## src/sv/flagged_rle_blit_decoder_assert.svh

```systemverilog
// Assertion macros used by the decoder's top-level RTL file.
`ifndef FLAGGED_RLE_BLIT_DECODER_ASSERT_SVH
`define FLAGGED_RLE_BLIT_DECODER_ASSERT_SVH

// The consequent must hold in the same cycle as the antecedent.
`define FRBD_ASSERT_SAME(label, clk, rst_n, ante, cons) \
  label: assert property (@(posedge clk) disable iff (!rst_n) (ante) |-> (cons)) \
    else $error("frbd assertion failed");

// The consequent must hold in the cycle after the antecedent.
`define FRBD_ASSERT_NEXT(label, clk, rst_n, ante, cons) \
  label: assert property (@(posedge clk) disable iff (!rst_n) (ante) |=> (cons)) \
    else $error("frbd assertion failed");

`endif

```

## src/sv/frbd_pkg.sv

```systemverilog
// Types, constants and helper functions of the flagged run-length blit decoder.
package frbd_pkg;

  localparam int ADDRESS_BITS = 25;
  localparam int RUN_BITS     = 8;

  localparam int COL_W   = 13;
  localparam int PITCH_W = 14;
  localparam int OX_W    = 13;
  localparam int OY_W    = 12;
  localparam int PIX_W   = 25;
  localparam int CFG_W   = 14;
  localparam int IDX_W   = 3;

  // Width at which the room left in a row is compared with the remaining run.
  localparam int CMP_W = (COL_W > RUN_BITS) ? COL_W : RUN_BITS;

  localparam logic [COL_W-1:0] WIDTH_MIN  = COL_W'(8);
  localparam logic [COL_W-1:0] WIDTH_MAX  = COL_W'(4096);
  localparam logic [COL_W-1:0] HEIGHT_MIN = COL_W'(1);
  localparam logic [COL_W-1:0] HEIGHT_MAX = COL_W'(4096);

  // A literal token places exactly one pixel.
  localparam logic [RUN_BITS-1:0] LITERAL_LEN = RUN_BITS'(8'h01);

  localparam logic [IDX_W-1:0] REG_IMAGE_WIDTH  = IDX_W'(0);
  localparam logic [IDX_W-1:0] REG_IMAGE_HEIGHT = IDX_W'(1);
  localparam logic [IDX_W-1:0] REG_LINE_PITCH   = IDX_W'(2);
  localparam logic [IDX_W-1:0] REG_ORIGIN_X     = IDX_W'(3);
  localparam logic [IDX_W-1:0] REG_ORIGIN_Y     = IDX_W'(4);

  typedef struct packed {
    logic       is_run;
    logic [7:0] color;
    logic [7:0] run_length;
  } in_item_t;

  typedef struct packed {
    logic [ADDRESS_BITS-1:0] write_address;
    logic [RUN_BITS-1:0]     span_length;
    logic [7:0]              pixel_value;
    logic                    last_span;
    logic                    image_done;
  } out_item_t;

  // Position of the writer inside the current image.
  typedef struct packed {
    logic [ADDRESS_BITS-1:0] write_pointer;
    logic [COL_W-1:0]        column_count;
    logic [PIX_W-1:0]        pixels_written;
  } cursor_t;

  typedef enum logic [1:0] {
    ST_IDLE,
    ST_PREP,
    ST_RUN
  } state_t;

  function automatic logic [COL_W-1:0] clamp_width(input logic [COL_W-1:0] w);
    logic [COL_W-1:0] r;
    r = w;
    if (w < WIDTH_MIN) r = WIDTH_MIN;
    else if (w > WIDTH_MAX) r = WIDTH_MAX;
    return r;
  endfunction

  function automatic logic [COL_W-1:0] clamp_height(input logic [COL_W-1:0] h);
    logic [COL_W-1:0] r;
    r = h;
    if (h < HEIGHT_MIN) r = HEIGHT_MIN;
    else if (h > HEIGHT_MAX) r = HEIGHT_MAX;
    return r;
  endfunction

endpackage

```

## src/sv/flagged_rle_blit_decoder.sv

```systemverilog
// Top level of the flagged run-length blit decoder: sequencer, state and output register.
//
//  Channel | Direction | Handshake            | Payload
//  in_     | input     | in_valid / in_ready  | in_data (in_item_t: flag, color, length)
//  out_    | output    | out_valid / out_ready| out_data (out_item_t: one row span)
//  cfg_    | input     | cfg_we               | cfg_index, cfg_data
//
// A token is accepted in idle, passes the preparation state and yields its spans in the
// run state (1 for a literal, up to 33 for a run, none for a zero-length run); the single
// span unit produces one span per cycle, but a stall on out_ready holds it until the output
// register empties. The preparation cycle loads the origin address through one multiplier
// when a new image starts. Reset (rst_n low, synchronous) restores the default registers
// and closes the image; in_ready is low while reset is held and rises when rst_n rises.
`include "flagged_rle_blit_decoder_assert.svh"

module flagged_rle_blit_decoder import frbd_pkg::*; (
  input  logic               clk,
  input  logic               rst_n,
  input  logic               in_valid,
  output logic               in_ready,
  input  in_item_t           in_data,
  output logic               out_valid,
  input  logic               out_ready,
  output out_item_t          out_data,
  input  logic               cfg_we,
  input  logic [IDX_W-1:0]   cfg_index,
  input  logic [CFG_W-1:0]   cfg_data
);

  logic [COL_W-1:0]   image_width_r;
  logic [COL_W-1:0]   image_height_r;
  logic [PITCH_W-1:0] line_pitch_r;
  logic [OX_W-1:0]    origin_x_r;
  logic [OY_W-1:0]    origin_y_r;

  state_t state_r, state_nxt;
  logic   image_open_r, image_open_nxt;
  logic   out_valid_r, out_valid_nxt;

  cursor_t              cur_r, cur_nxt;
  logic [RUN_BITS-1:0]  rem_r, rem_nxt;
  logic [7:0]           color_r, color_nxt;
  out_item_t            out_data_r, out_data_nxt;
  logic [PIX_W-1:0]     size_r;

  logic [COL_W-1:0]         eff_width;
  logic [2*COL_W-1:0]       size_prod;
  logic [OY_W+PITCH_W-1:0]  origin_prod;
  logic [ADDRESS_BITS-1:0]  start_addr;
  logic                     fire;

  out_item_t            span;
  cursor_t              span_cur;
  logic [RUN_BITS-1:0]  span_rem;

  assign eff_width   = clamp_width(image_width_r);
  assign size_prod   = eff_width * clamp_height(image_height_r);
  assign origin_prod = origin_y_r * line_pitch_r;
  assign start_addr  = ADDRESS_BITS'(origin_prod) + ADDRESS_BITS'(origin_x_r);

  frbd_span_unit u_span (
    .cur_i   (cur_r),
    .rem_i   (rem_r),
    .width_i (eff_width),
    .pitch_i (line_pitch_r),
    .size_i  (size_r),
    .color_i (color_r),
    .span_o  (span),
    .cur_o   (span_cur),
    .rem_o   (span_rem)
  );

  always_ff @(posedge clk) begin
    if (!rst_n) begin
      image_width_r  <= COL_W'(64);
      image_height_r <= COL_W'(64);
      line_pitch_r   <= PITCH_W'(64);
      origin_x_r     <= '0;
      origin_y_r     <= '0;
    end else if (cfg_we) begin
      case (cfg_index)
        REG_IMAGE_WIDTH:  image_width_r  <= cfg_data[COL_W-1:0];
        REG_IMAGE_HEIGHT: image_height_r <= cfg_data[COL_W-1:0];
        REG_LINE_PITCH:   line_pitch_r   <= cfg_data[PITCH_W-1:0];
        REG_ORIGIN_X:     origin_x_r     <= cfg_data[OX_W-1:0];
        REG_ORIGIN_Y:     origin_y_r     <= cfg_data[OY_W-1:0];
        default: ;
      endcase
    end
  end

  always_ff @(posedge clk) begin
    if (!rst_n) begin
      state_r      <= ST_IDLE;
      image_open_r <= 1'b0;
      out_valid_r  <= 1'b0;
      cur_r        <= '0;
    end else begin
      state_r      <= state_nxt;
      image_open_r <= image_open_nxt;
      out_valid_r  <= out_valid_nxt;
      cur_r        <= cur_nxt;
    end
  end

  always_ff @(posedge clk) begin
    rem_r      <= rem_nxt;
    color_r    <= color_nxt;
    out_data_r <= out_data_nxt;
    size_r     <= PIX_W'(size_prod);
  end

  always_comb begin
    state_nxt      = state_r;
    image_open_nxt = image_open_r;
    cur_nxt        = cur_r;
    rem_nxt        = rem_r;
    color_nxt      = color_r;
    out_data_nxt   = out_data_r;
    out_valid_nxt  = out_valid_r && !out_ready;
    in_ready       = 1'b0;
    fire           = 1'b0;

    case (state_r)
      ST_IDLE: begin
        in_ready = rst_n;
        if (in_valid) begin
          color_nxt = in_data.color;
          rem_nxt   = in_data.is_run ? in_data.run_length[RUN_BITS-1:0] : LITERAL_LEN;
          state_nxt = ST_PREP;
        end
      end
      ST_PREP: begin
        if (rem_r == '0) begin
          // A zero-length run leaves the cursor and the image state as they were.
          state_nxt = ST_IDLE;
        end else begin
          if (!image_open_r) begin
            cur_nxt.write_pointer  = start_addr;
            cur_nxt.column_count   = '0;
            cur_nxt.pixels_written = '0;
            image_open_nxt         = 1'b1;
          end
          state_nxt = ST_RUN;
        end
      end
      ST_RUN: begin
        fire = !out_valid_r || out_ready;
        if (fire) begin
          out_data_nxt  = span;
          out_valid_nxt = 1'b1;
          cur_nxt       = span_cur;
          rem_nxt       = span_rem;
          if (span.last_span) begin
            image_open_nxt = !span.image_done;
            state_nxt      = ST_IDLE;
          end
        end
      end
      default: begin
        state_nxt = ST_IDLE;
      end
    endcase
  end

  assign out_valid = out_valid_r;
  assign out_data  = out_data_r;

  `FRBD_ASSERT_SAME(a_span_nonzero, clk, rst_n, out_valid_r, out_data_r.span_length != '0)
  `FRBD_ASSERT_SAME(a_run_has_work, clk, rst_n, state_r == ST_RUN, rem_r != '0)
  `FRBD_ASSERT_NEXT(a_last_ends_token, clk, rst_n, fire && span.last_span,
                    state_r == ST_IDLE && out_valid_r && out_data_r.last_span)
  `FRBD_ASSERT_NEXT(a_done_closes_image, clk, rst_n,
                    fire && span.last_span && span.image_done, !image_open_r)

endmodule

```

## src/sv/frbd_span_unit.sv

```systemverilog
// Combinational span unit: cuts one row-bounded span off the remaining run each cycle in which the top level takes it.
module frbd_span_unit import frbd_pkg::*; (
  input  cursor_t                 cur_i,
  input  logic [RUN_BITS-1:0]     rem_i,
  input  logic [COL_W-1:0]        width_i,
  input  logic [PITCH_W-1:0]      pitch_i,
  input  logic [PIX_W-1:0]        size_i,
  input  logic [7:0]              color_i,
  output out_item_t               span_o,
  output cursor_t                 cur_o,
  output logic [RUN_BITS-1:0]     rem_o
);

  logic                    wrap;
  logic [ADDRESS_BITS-1:0] wp_a;
  logic [COL_W-1:0]        col_a;
  logic [COL_W-1:0]        room;
  logic [RUN_BITS-1:0]     n;
  logic [PIX_W-1:0]        pix_nxt;

  always_comb begin
    // A column at or past the width skips to the next line before placing pixels.
    wrap  = (cur_i.column_count >= width_i);
    wp_a  = wrap ? (cur_i.write_pointer + ADDRESS_BITS'(pitch_i) - ADDRESS_BITS'(width_i))
                 : cur_i.write_pointer;
    col_a = wrap ? '0 : cur_i.column_count;
    room  = width_i - col_a;
    n     = (CMP_W'(room) > CMP_W'(rem_i)) ? rem_i : RUN_BITS'(room);

    pix_nxt = cur_i.pixels_written + PIX_W'(n);
    rem_o   = rem_i - n;

    cur_o.write_pointer  = wp_a + ADDRESS_BITS'(n);
    cur_o.column_count   = col_a + COL_W'(n);
    cur_o.pixels_written = pix_nxt;

    span_o.write_address = wp_a;
    span_o.span_length   = n;
    span_o.pixel_value   = color_i;
    span_o.last_span     = (rem_o == '0);
    span_o.image_done    = (pix_nxt >= size_i);
  end

endmodule

```

## config.mk

```make
export PLATFORM = sky130hd
export DESIGN_NAME = flagged_rle_blit_decoder
export DESIGN_NICKNAME = d
export VERILOG_FILES = /design/src/sv/frbd_pkg.sv /design/src/sv/flagged_rle_blit_decoder.sv /design/src/sv/frbd_span_unit.sv
export VERILOG_INCLUDE_DIRS = /design/src /design/src/sv
export SDC_FILE = /design/constraint.sdc
export NUM_CORES = 1
export LEC_CHECK = 0
export BUFFER_PORTS_ARGS = -buffer_cell sky130_fd_sc_hd__buf_2
export CAP_MARGIN = 0
export CORE_UTILIZATION = 64
export DETAILED_ROUTE_END_ITERATION = 12
export PLACE_DENSITY_LB_ADDON = 0.3
export SLEW_MARGIN = 40
export SYNTH_ARGS = -nofsm -noshare
export SYNTH_HDL_FRONTEND = slang
export SYNTH_SLANG_ARGS = --single-unit
```

## constraint.sdc

```tcl
create_clock -name clk -period 20.7 [get_ports clk]
set_input_delay 1.035 -clock clk [delete_from_list [all_inputs] [get_ports clk]]
set_output_delay 1.035 -clock clk [all_outputs]
set_load 0.03 [all_outputs]
```

After elaboration in Yosys (flattened, before gate mapping)
Cells that the tools add are included.
{ "op_classes": {"add_sub_neg": 8, "multipliers": 2, "magnitude_cmp": 7, "eq_ne": 11, "n_mux": 27, "n_reduce_logical": 22} }
{ "op_table": {"columns": ["operator", "count"], "rows": [
  ["63-bit 2-to-1 mux", 3],
  ["63-bit case mux with 2 select lines", 1],
  ["13-bit 2-to-1 mux", 5],
  ["25-bit by 8-bit adder with 25-bit output", 2],
  ["8-bit 2-to-1 mux", 4],
  ["13-bit > comparator (second input constant)", 2],
  ["25-bit by 13-bit adder with 25-bit output", 1],
  ["25-bit by 14-bit adder with 25-bit output", 1],
  ["25-bit greater-or-equal comparator", 1],
  ["12-bit by 14-bit multiplier with 25-bit output", 1],
  ["13-bit by 13-bit multiplier with 25-bit output", 1],
  ["25-bit 2-to-1 mux", 1],
  ["25-bit by 13-bit subtractor with 25-bit output", 1],
  ["8-bit logical NOT", 2],
  ["8-bit case mux with 2 select lines", 1],
  ["2-bit AND reduction", 7],
  ["13-bit by 8-bit adder with 13-bit output", 1],
  ["13-bit greater-or-equal comparator", 1],
  ["13-bit by 8-bit > comparator with 1-bit output", 1],
  ["13-bit by 1-bit less-than comparator with 1-bit output (second input constant)", 1],
  ["13-bit by 4-bit less-than comparator with 1-bit output (second input constant)", 1],
  ["13-bit subtractor", 1],
  ["2-bit != test (second input constant)", 5],
  ["2-bit 2-to-1 mux", 4],
  ["17 further kinds", 28]
]} }
{ "word_totals": {"ff_bits": 216, "input_bits": 39, "output_inout_bits": 45, "elab_cells": 96} }

Logic depth before layout (Yosys ltp)
Gate-level depths: netlist (run 1).
{ "logic_depth": {"ltp_word": 14, "depth_mapped": 54, "mapped_depth_nobuf": 50} }

By module
Synthesis (run 1) repeated with hierarchy kept, for this count alone.
{ "unflattened": {"cells_unflattened": 2965, "hier_area_um2": 24995.2} }
{ "by_module_without_submodules": {"columns": ["mod", "n_inst", "cells_each", "area_each_um2", "seq_area_each_um2"], "rows": [
  ["flagged_rle_blit_decoder", 1, 2111, 18903.1, 4914.7],
  ["frbd_span_unit", 1, 854, 6092.1, 0.0]
]} }

Worst setup path before layout (run 1)
No wires, ideal clock.
{ "synth_path": {"path_type": "flip-flop to flip-flop", "from": "reg image_width_r[6]", "to": "reg image_open_r", "setup_ps": 91, "arrival_ps": 10088, "required_ps": 20609, "path_slack_ps": 10521, "stages_incl_launch_ff": 53, "path_buffers": 5, "period_less_slack_ps": 10179, "cell_sequence": "dfxtp_1 -> nor4_1 -> nand3_1 -> o41ai_1 -> o21a_1 -> inv_1 -> ha_1 -> or4_1 -> a21oi_1 -> o32a_1 -> and2_4 -> buf_6 -> buf_2 -> clkbuf_1 -> clkbuf_1 -> nand2_1 -> fa_1 -> a21o_1 -> [17 not listed] -> a21oi_1 -> o21ai_0 -> a21o_1 -> a21o_1 -> nand3_1 -> nor2b_1 -> xor2_1 -> ha_1 -> a21o_1 -> a21oi_1 -> nor2b_1 -> o21ai_0 -> o21ai_0 -> nor2_1 -> o31ai_1 -> a21oi_1 -> o21ai_0 -> a311oi_1"} }
{ "synth_rtl": {"columns": ["element", "line_no", "rtl"], "rows": [
  ["start, declared", "flagged_rle_blit_decoder.sv:30", "logic [COL_W-1:0] image_width_r;"],
  ["start signal, assigned", "flagged_rle_blit_decoder.sv:82", "REG_IMAGE_WIDTH: image_width_r <= cfg_data[COL_W-1:0];"],
  ["end signal, assigned", "flagged_rle_blit_decoder.sv:100", "image_open_r <= image_open_nxt;"],
  ["end, declared", "flagged_rle_blit_decoder.sv:37", "logic image_open_r, image_open_nxt;"]
]} }

==> results of run 1 <==
kinds of logic (layout without fill, tap and decap cells):
group                    after synthesis  in the layout  share of synthesized area
AND/OR/NAND/NOR                      924            924                      0.174
buffers and inverters                544            578                     0.0859
adder cells (fa/ha/maj)              522            522                      0.358
AO/OA/AOI/OAI                        474            474                      0.126
flip-flops                           216            216                      0.206
XOR/XNOR                             117            117                     0.0429
multiplexers                          14             14                    0.00655
worst max-delay path: cells and delay by family (launching register included):
kind	cells	cell delay [ps]
DFF	1	320
adders and majority gates	6	1910
buffers and inverters	1	280
and+or+nand+nor	14	3670
AOI/OAI and AO/OA	23	5030
xor gates and xnor gates	2	330
worst max path at each step:
stage,from,endpoint,slack (ps),cells after the start
6_report,image_width_r[6]$_SDFFE_PN1P_,image_open_r$_SDFFE_PN0P_,9040,46
3_5_place_dp,image_width_r[6]$_SDFFE_PN1P_,image_open_r$_SDFFE_PN0P_,8980,46
4_1_cts,image_width_r[6]$_SDFFE_PN1P_,image_open_r$_SDFFE_PN0P_,8910,46
5_1_grt,image_width_r[6]$_SDFFE_PN1P_,image_open_r$_SDFFE_PN0P_,8050,46
2_1_floorplan,image_width_r[6]$_SDFFE_PN1P_,image_open_r$_SDFFE_PN0P_,10520,52
3_3_place_gp,image_width_r[6]$_SDFFE_PN1P_,image_open_r$_SDFFE_PN0P_,9620,45
sequential cells by signal (all words and copies together) (netlist names):
name            flops
line_pitch_r       14
image_open_r        1
image_height_r     13
out_valid           1
image_width_r      13
size_r             25
origin_y_r         12
origin_x_r         13
state_r             2
cur_r              63
color_r             8
rem_r               8
out_data           43
placed cells by master, fill, tap and decap left out, drive strengths merged, types with 5 or more instances in the layout:
cell type / n
nor2b: 28
nor3: 24
nand2: 477
clkbuf: 34
edfxtp: 59
and2: 65
o31ai: 13
or3: 12
and3: 19
ha: 253
nor2: 163
a21oi: 188
nor4: 9
a21o: 48
clkinv: 11
dfxtp: 157
o21bai: 14
o21a: 15
nand3: 57
mux2: 10
nand2b: 26
nand4: 14
o21ai: 73
o211ai: 13
xnor2: 78
inv: 435
a211oi: 34
a31oi: 18
a32o: 5
fa: 269
o22ai: 6
xor2: 39
or2: 9
buf: 92
a311oi: 5
power by group:
| part | internal (mW) | switching [mW] |
|---|---|---|
| Combinational | 0.231 | 0.371 |
| Clock | 0.289 | 0.194 |
| Sequential | 0.466 | 0.0215 |
metal layers:
metal | up-vias | part of all wire | track usage
li1 | 9182 | - | -
met1 | 9651 | 0.44 | 0.477
met2 | 787 | 0.45 | 0.530
met3 | 121 | 0.081 | 0.0423
met4 | 0 | 0.027 | 0.0992
met5 | - | 0 | 0
final cells by class:
class                   count  area (µm²)
clock buffers              34         732
clock inverters            14         171
fillers                  2942       11200
inverters                 438        1650
multi-input cells        2051       16900
flip-flops and latches    216        4910
well taps                 468         586
repair buffers             92         490
==> results.txt, run 1 <==
The fraction of layout instances using a drive strength above 1 was 0.0622. For this run, the post-layout net count is 3,387. After layout, the design draws a total of 1.57 mW. Dividing the detail-routed via count by the number of cells gives 5.96. The share of flip-flops with an asynchronous set or reset after synthesis was 0; the share of synthesized area occupied by flip-flops and latches was 0.206. The first-pass iteration count of the detailed router was 7; the count of yosys warnings during synthesis was 0. Counting instances in the post-synthesis netlist gives the leading cell types as sky130_fd_sc_hd__nand2_1 (476), sky130_fd_sc_hd__inv_1 (430), sky130_fd_sc_hd__fa_1 (269), sky130_fd_sc_hd__ha_1 (253), sky130_fd_sc_hd__a21oi_1 (188). The share of the synthesized area in the top cell type works out to 0.226. Area of the die: 38,100 µm². The startpoint identified for the worst hold timing path is color_r[0]$_DFFE_PP_. The placement-stage cell area is 24,500 µm².

The clock net in this run drives a total of 216 sinks. The clock insertion delay at the later pin of the skew report is 550 ps, and the count of flip-flops with a built-in enable after synthesis is 59. After floorplanning, the core was sized to cover 36,600 µm². The number of cells on the worst hold path was 0; the hold violation count in the final report was 0. The maximum clock rate is 0.0858 GHz. The placer's final routability congestion estimate was 0.931; the placement-stage worst setup slack was 8980 ps. The tools report the post-route DRC violation count as 0. The number of pins with negative max-slew slack in the final report is 0, and the time the worst path needs with I/O delays and setup is 11,660 ps. The power per unit of standard cell area came out at 61.8 nW/µm².

Gates resized during post-CTS repair numbered 0. The root buffer cell chosen for the clock tree is sky130_fd_sc_hd__clkbuf_16. For this design the static power due to leakage is 11.9 nW. The largest stage delay on the critical path came out at 590 ps.

Kind of critical path: reg -> reg. Entering global routing, the biggest net connects 87 pins. After legalization and detailed placement, the total HPWL measured 47.6 mm. Share of the clock period used by the worst path after layout: 0.563. The post-layout instance count excluding filler cells was 3,313; the worst reg-to-reg setup slack was 9040 ps. For this design the top-level I/O count stands at 84.

Quantity of hold-fixing buffers added after cts: 0. The area of the mapped netlist is 23,900 µm², and the CTS buffer count is 27. After floorplanning, the core was divided into 70 placement rows.

The total wirelength of the detailed-routed design came out at 61.9 mm. The run gives 101 mm as the first-pass GRT wire length. By area the synthesized netlist is led by sky130_fd_sc_hd__fa_1 (23%), sky130_fd_sc_hd__ha_1 (13%), sky130_fd_sc_hd__dfxtp_1 (13%). The class of the tightest hold or removal check was reg -> reg. The worst setup path is captured at a register. Clock skew on the completed layout was measured at 14.0 ps.

The run gives 19,700 as the via count of the first global-routing pass. Dividing the detail-routed wire length by the instance count gives 18.7 µm. For the number of cells in the design after placement, the log shows 3,265. The run finished with clean final reports. Startpoint of the lowest-slack register-to-register path: image_width_r[6]$_SDFFE_PN1P_. Clock-pin slew was measured on the worst setup and hold paths at 60 ps.

Mean area per synthesized cell: 8.49 µm². The post-CTS setup buffer count is 0. Number of design-rule violations left by the first detailed-router iteration: 1,565. Hold is met by 417 ps. Setup repair after global routing left no endpoint under its margin.

After synthesis the netlist holds a flip-flop and latch count of 216. The number of distinct library cells after synthesis is 85, and the net count after synthesis is 3,372. Summed over all failing endpoints, the final setup total negative slack is 0 ps.

The tools report the peak ir drop on the vdd network as 0.0000593 V. Number of H-tree levels: 1. The run gives 19,700 as the via count.

TritonCTS built the clock tree. The data required time at the worst endpoint is 21,150 ps. Of all cell types, the one taking the most synthesized area is sky130_fd_sc_hd__fa_1.

The repair_antennas step left the layout with diodes totalling 0. The run gives 0 as the number of maximum-capacitance constraint violations. The count of buffers added on input and output ports is 83. The aggregate global-route resource usage came out at 0.333. The floorplan step set the die width to 195 µm. Measured along the y axis, the die boundary spans 195 µm.

Setup violations remaining at the end of the flow were counted as 0. The number of cells on the worst reg-to-reg path is 46. The post-synthesis to final-layout area growth was 6.67%; the remaining max-slew budget at the tightest pin was 0.349. The tools report the residual overflow from global routing as 0.

The starting utilization of the core area came out at 0.652. Among all stages on the critical path, the largest delay is contributed by sky130_fd_sc_hd__o21ai_0. For the final design utilization, the log shows 0.695. The most used flip-flop cell after synthesis is sky130_fd_sc_hd__dfxtp_1. STA classifies the critical path startpoint as a register. The most numerous cell type found on the critical path is sky130_fd_sc_hd__a21oi_1.

The tools report the worst min-delay path endpoint as out_data[2]$_DFFE_PP_. The minimum setup slack in the final design is 9040 ps, and the maximum buffer depth of the clock tree is 3. After routing the design area is 25,500 µm². The number of standard cells after synthesis was 2,811. The detail route stage leaves a number of antenna-violating nets equal to 0. Initial antenna violation count: 0. Of all nets on the critical path, the largest fanout is 48. sky130_fd_sc_hd__nand2_1 is the most common cell in the netlist. The slew at the pin closest to its max-slew limit is 975 ps, and the data arrival time at the worst-slack endpoint is 12,110 ps.

The worst register-to-register path ends at image_open_r$_SDFFE_PN0P_.
No activity file was read; power rests on OpenSTA's default activity.
==> inputs of run 2 (changes only) <==
--- a/config.mk
+++ b/config.mk
@@ -8,7 +8,7 @@
 export LEC_CHECK = 0
 export BUFFER_PORTS_ARGS = -buffer_cell sky130_fd_sc_hd__buf_2
 export CAP_MARGIN = 0
-export CORE_UTILIZATION = 64
+export CORE_UTILIZATION = 59
 export DETAILED_ROUTE_END_ITERATION = 12
 export PLACE_DENSITY_LB_ADDON = 0.3
 export SLEW_MARGIN = 40
==> constraint.sdc (replaced) <==
create_clock -name clk -period 10.45 [get_ports clk]
set_input_delay 0.5225 -clock clk [delete_from_list [all_inputs] [get_ports clk]]
set_output_delay 0.5225 -clock clk [all_outputs]
set_load 0.03 [all_outputs]
==> results.txt, run 2 (synthesis gave the netlist of run 1 again) <==
After global routing the overflow that remains totals 0. The share of the clock period used by the worst path after layout is 0.938. The floorplan step set the die width to 203 µm. In the final timing run, aggregate negative setup slack is 0 ps. The die is 203 µm tall.

At the later pin of the worst-skew pair, clock insertion delay measures 550 ps. The die covers 41,300 µm². The first global-routing pass estimated 103 mm of wire.

In this run the remaining antenna-violating nets after routing total 0. Setup repair after global routing left no endpoint under its margin. The run finished with clean final reports. Post-layout instance count excluding filler cells: 3,380.

After clock tree synthesis, the setup repair step added 0 buffers. Once the clock tree was built, the resizer swapped 0 gates to a different size. The capture point of the worst reg-to-reg path is image_open_r$_SDFFE_PN0P_. The tightest hold margin came out at 154 ps. Leaving out fill and tap cells, the most frequent cell in the layout is sky130_fd_sc_hd__nand2_1. The tools report the maximum buffer depth of the clock tree as 3.

Startpoint of the worst hold path: in_data[13]. The number of cells on the worst hold path came out at 1. The number of maximum-capacitance constraint violations is 0, and the fraction of layout instances using a drive strength above 1 is 0.0690. For the number of placed I/O pins, the log shows 84. The final layout contains 3,397 nets. For this design, the CTS-stage hold fixing added 0 buffers. The initialized floorplan defines 73 standard-cell rows.

The flip-flop count of the largest register after layout is 63, and the time the worst path needs with I/O delays and setup is 9800 ps. For the number of H-tree levels, the log shows 1. On the worst path, the slowest cell contributes a delay of 500 ps. The standby leakage power was 12.0 nW. Summed over all nets, the half-perimeter wirelength after detailed placement is 48.9 mm. 0 antenna diodes ended up in the layout.

The tools report the maximum clock rate as 0.102 GHz. STA classifies the critical path endpoint as a register. The logs give 0 for the initial antenna violation count and 0.000122 V for the peak ir drop on the vdd network. In this run the power density over the cells is 121 nW/µm².

The worst min-delay path endpoint was color_r[5]$_DFFE_PP_. Aggregate global-route resource usage: 0.314. Data arrives at the worst endpoint at 10,260 ps. Data on the critical path is required at its endpoint by 10,910 ps. After detailed routing, the average wire length per cell comes to 18.7 µm. The via count of the first global-routing pass is 20,000. The cell sitting at the root of the clock tree is a sky130_fd_sc_hd__clkbuf_16. The starting utilization of the core area is 0.599.

The logs give 0 for the number of pins with negative max-slew slack in the final report and 25,600 µm² for the final instance area. The average via count per standard cell was 5.82; the area of the core was 39,800 µm². The remaining max-slew budget at the tightest pin is 0.423. The count of buffer and inverter cells on the critical path is 1. The largest individual stage delay along the critical path comes from the cell sky130_fd_sc_hd__or4_1. At the pin with the least slew margin, the transition time is 864 ps.

The run gives 3,333 as the number of cells in the design after placement. The clock arrives with 15.7 ps of skew. The logs give 0.946 for the placer's final routability congestion estimate and 19,700 for the via count. Leaving out fill and tap cells, the most frequent cells in the layout are sky130_fd_sc_hd__nand2_1 (475), sky130_fd_sc_hd__inv_1 (429), sky130_fd_sc_hd__fa_1 (269). The first routing iteration left 1,516 violations. The worst reg-to-reg setup slack was 650 ps; the clock transition at the registers of the reported paths was 60 ps. For this run, design rule violations remaining after detail routing come to 0.

For this design, the sink count on the clock tree is 216. Entering global routing, the biggest net connects 96 pins. Hold violation count in the final report: 0. In this run the tool buffered the top-level ports with 83 buffer cells. The startpoint of the lowest-slack register-to-register path was image_width_r[6]$_SDFFE_PN1P_. The class of the tightest hold or removal check is in -> reg.

Setup violations remaining at the end of the flow were counted as 0. Counting flops per register, the top entry is cur_r. The first detailed-routing pass took 7 iterations.

TritonCTS built the clock tree. The area growth from synthesis to layout is 7.35%. In this run the worst path has a maximum fanout of 11.

The worst setup path is of the reg -> reg kind. The tools report the overall power after layout as 3.09 mW. TritonCTS created 26 clock buffers.

The category of the worst setup path launch point was a register. The layout has 3,408 filler cells. Wires add up to 63.4 mm.

Worst-case reg-to-reg path depth: 47. The kind of cell with the highest combined delay along the critical path is simple AND/OR/NAND/NOR gates. The tools report the placement-stage cell area as 24,700 µm².
==> run 2: worst register-to-register path: cells and delay by family, from the launching register on <==
family,cells,cell delay [ps]
simple gates,20,4110
compound gates,19,3230
fa+ha+maj,5,1320
mux,1,390
flops,1,330
buf+inv,1,190
xor+xnor,1,90
==> run 2: layer usage <==
metal,vias up,GRT usage,share of wire
li1,9175,-,-
met1,9481,0.434,0.44
met2,866,0.501,0.45
met3,142,0.0475,0.078
met4,0,0.117,0.035
met5,-,0,0
==> run 2: cell type report <==
type | count | area (µm²) | area share
clock inverters | 6 | 38.8 | 0.00151
clock buffers | 41 | 825 | 0.0322
multi-input cells | 2051 | 17000 | 0.662
inverters | 438 | 1650 | 0.0642
repair buffers | 103 | 573 | 0.0224
flip-flops and latches | 216 | 4910 | 0.192
well taps | 525 | 657 | 0.0256
==> run 2: stage by stage <==
step / utilization / worst slack, ps
finish: 0.643 / 651
global route: 0.643 / 11.1
CTS: 0.642 / 146
detailed placement: 0.620 / 218
global placement: 0.620 / 493
floorplan: - / 271
==> run 2: power breakdown <==
| part | switching [mW] | internal (mW) |
|---|---|---|
| sequential | 0.0409 | 0.923 |
| combinational | 0.747 | 0.471 |
| clock | 0.370 | 0.540 |
==> run 2: worst max path at each step <==
stage / from / end / depth (start not counted) / slack [ps]
after global routing: image_width_r[6]$_SDFFE_PN1P_ / image_open_r$_SDFFE_PN0P_ / 50 / 10
after floorplan: image_width_r[6]$_SDFFE_PN1P_ / image_open_r$_SDFFE_PN0P_ / 52 / 270
after global placement: image_width_r[6]$_SDFFE_PN1P_ / image_open_r$_SDFFE_PN0P_ / 50 / 490
after CTS: image_width_r[6]$_SDFFE_PN1P_ / image_open_r$_SDFFE_PN0P_ / 50 / 150
final: image_width_r[6]$_SDFFE_PN1P_ / image_open_r$_SDFFE_PN0P_ / 47 / 650
after detailed placement: image_width_r[6]$_SDFFE_PN1P_ / image_open_r$_SDFFE_PN0P_ / 50 / 220
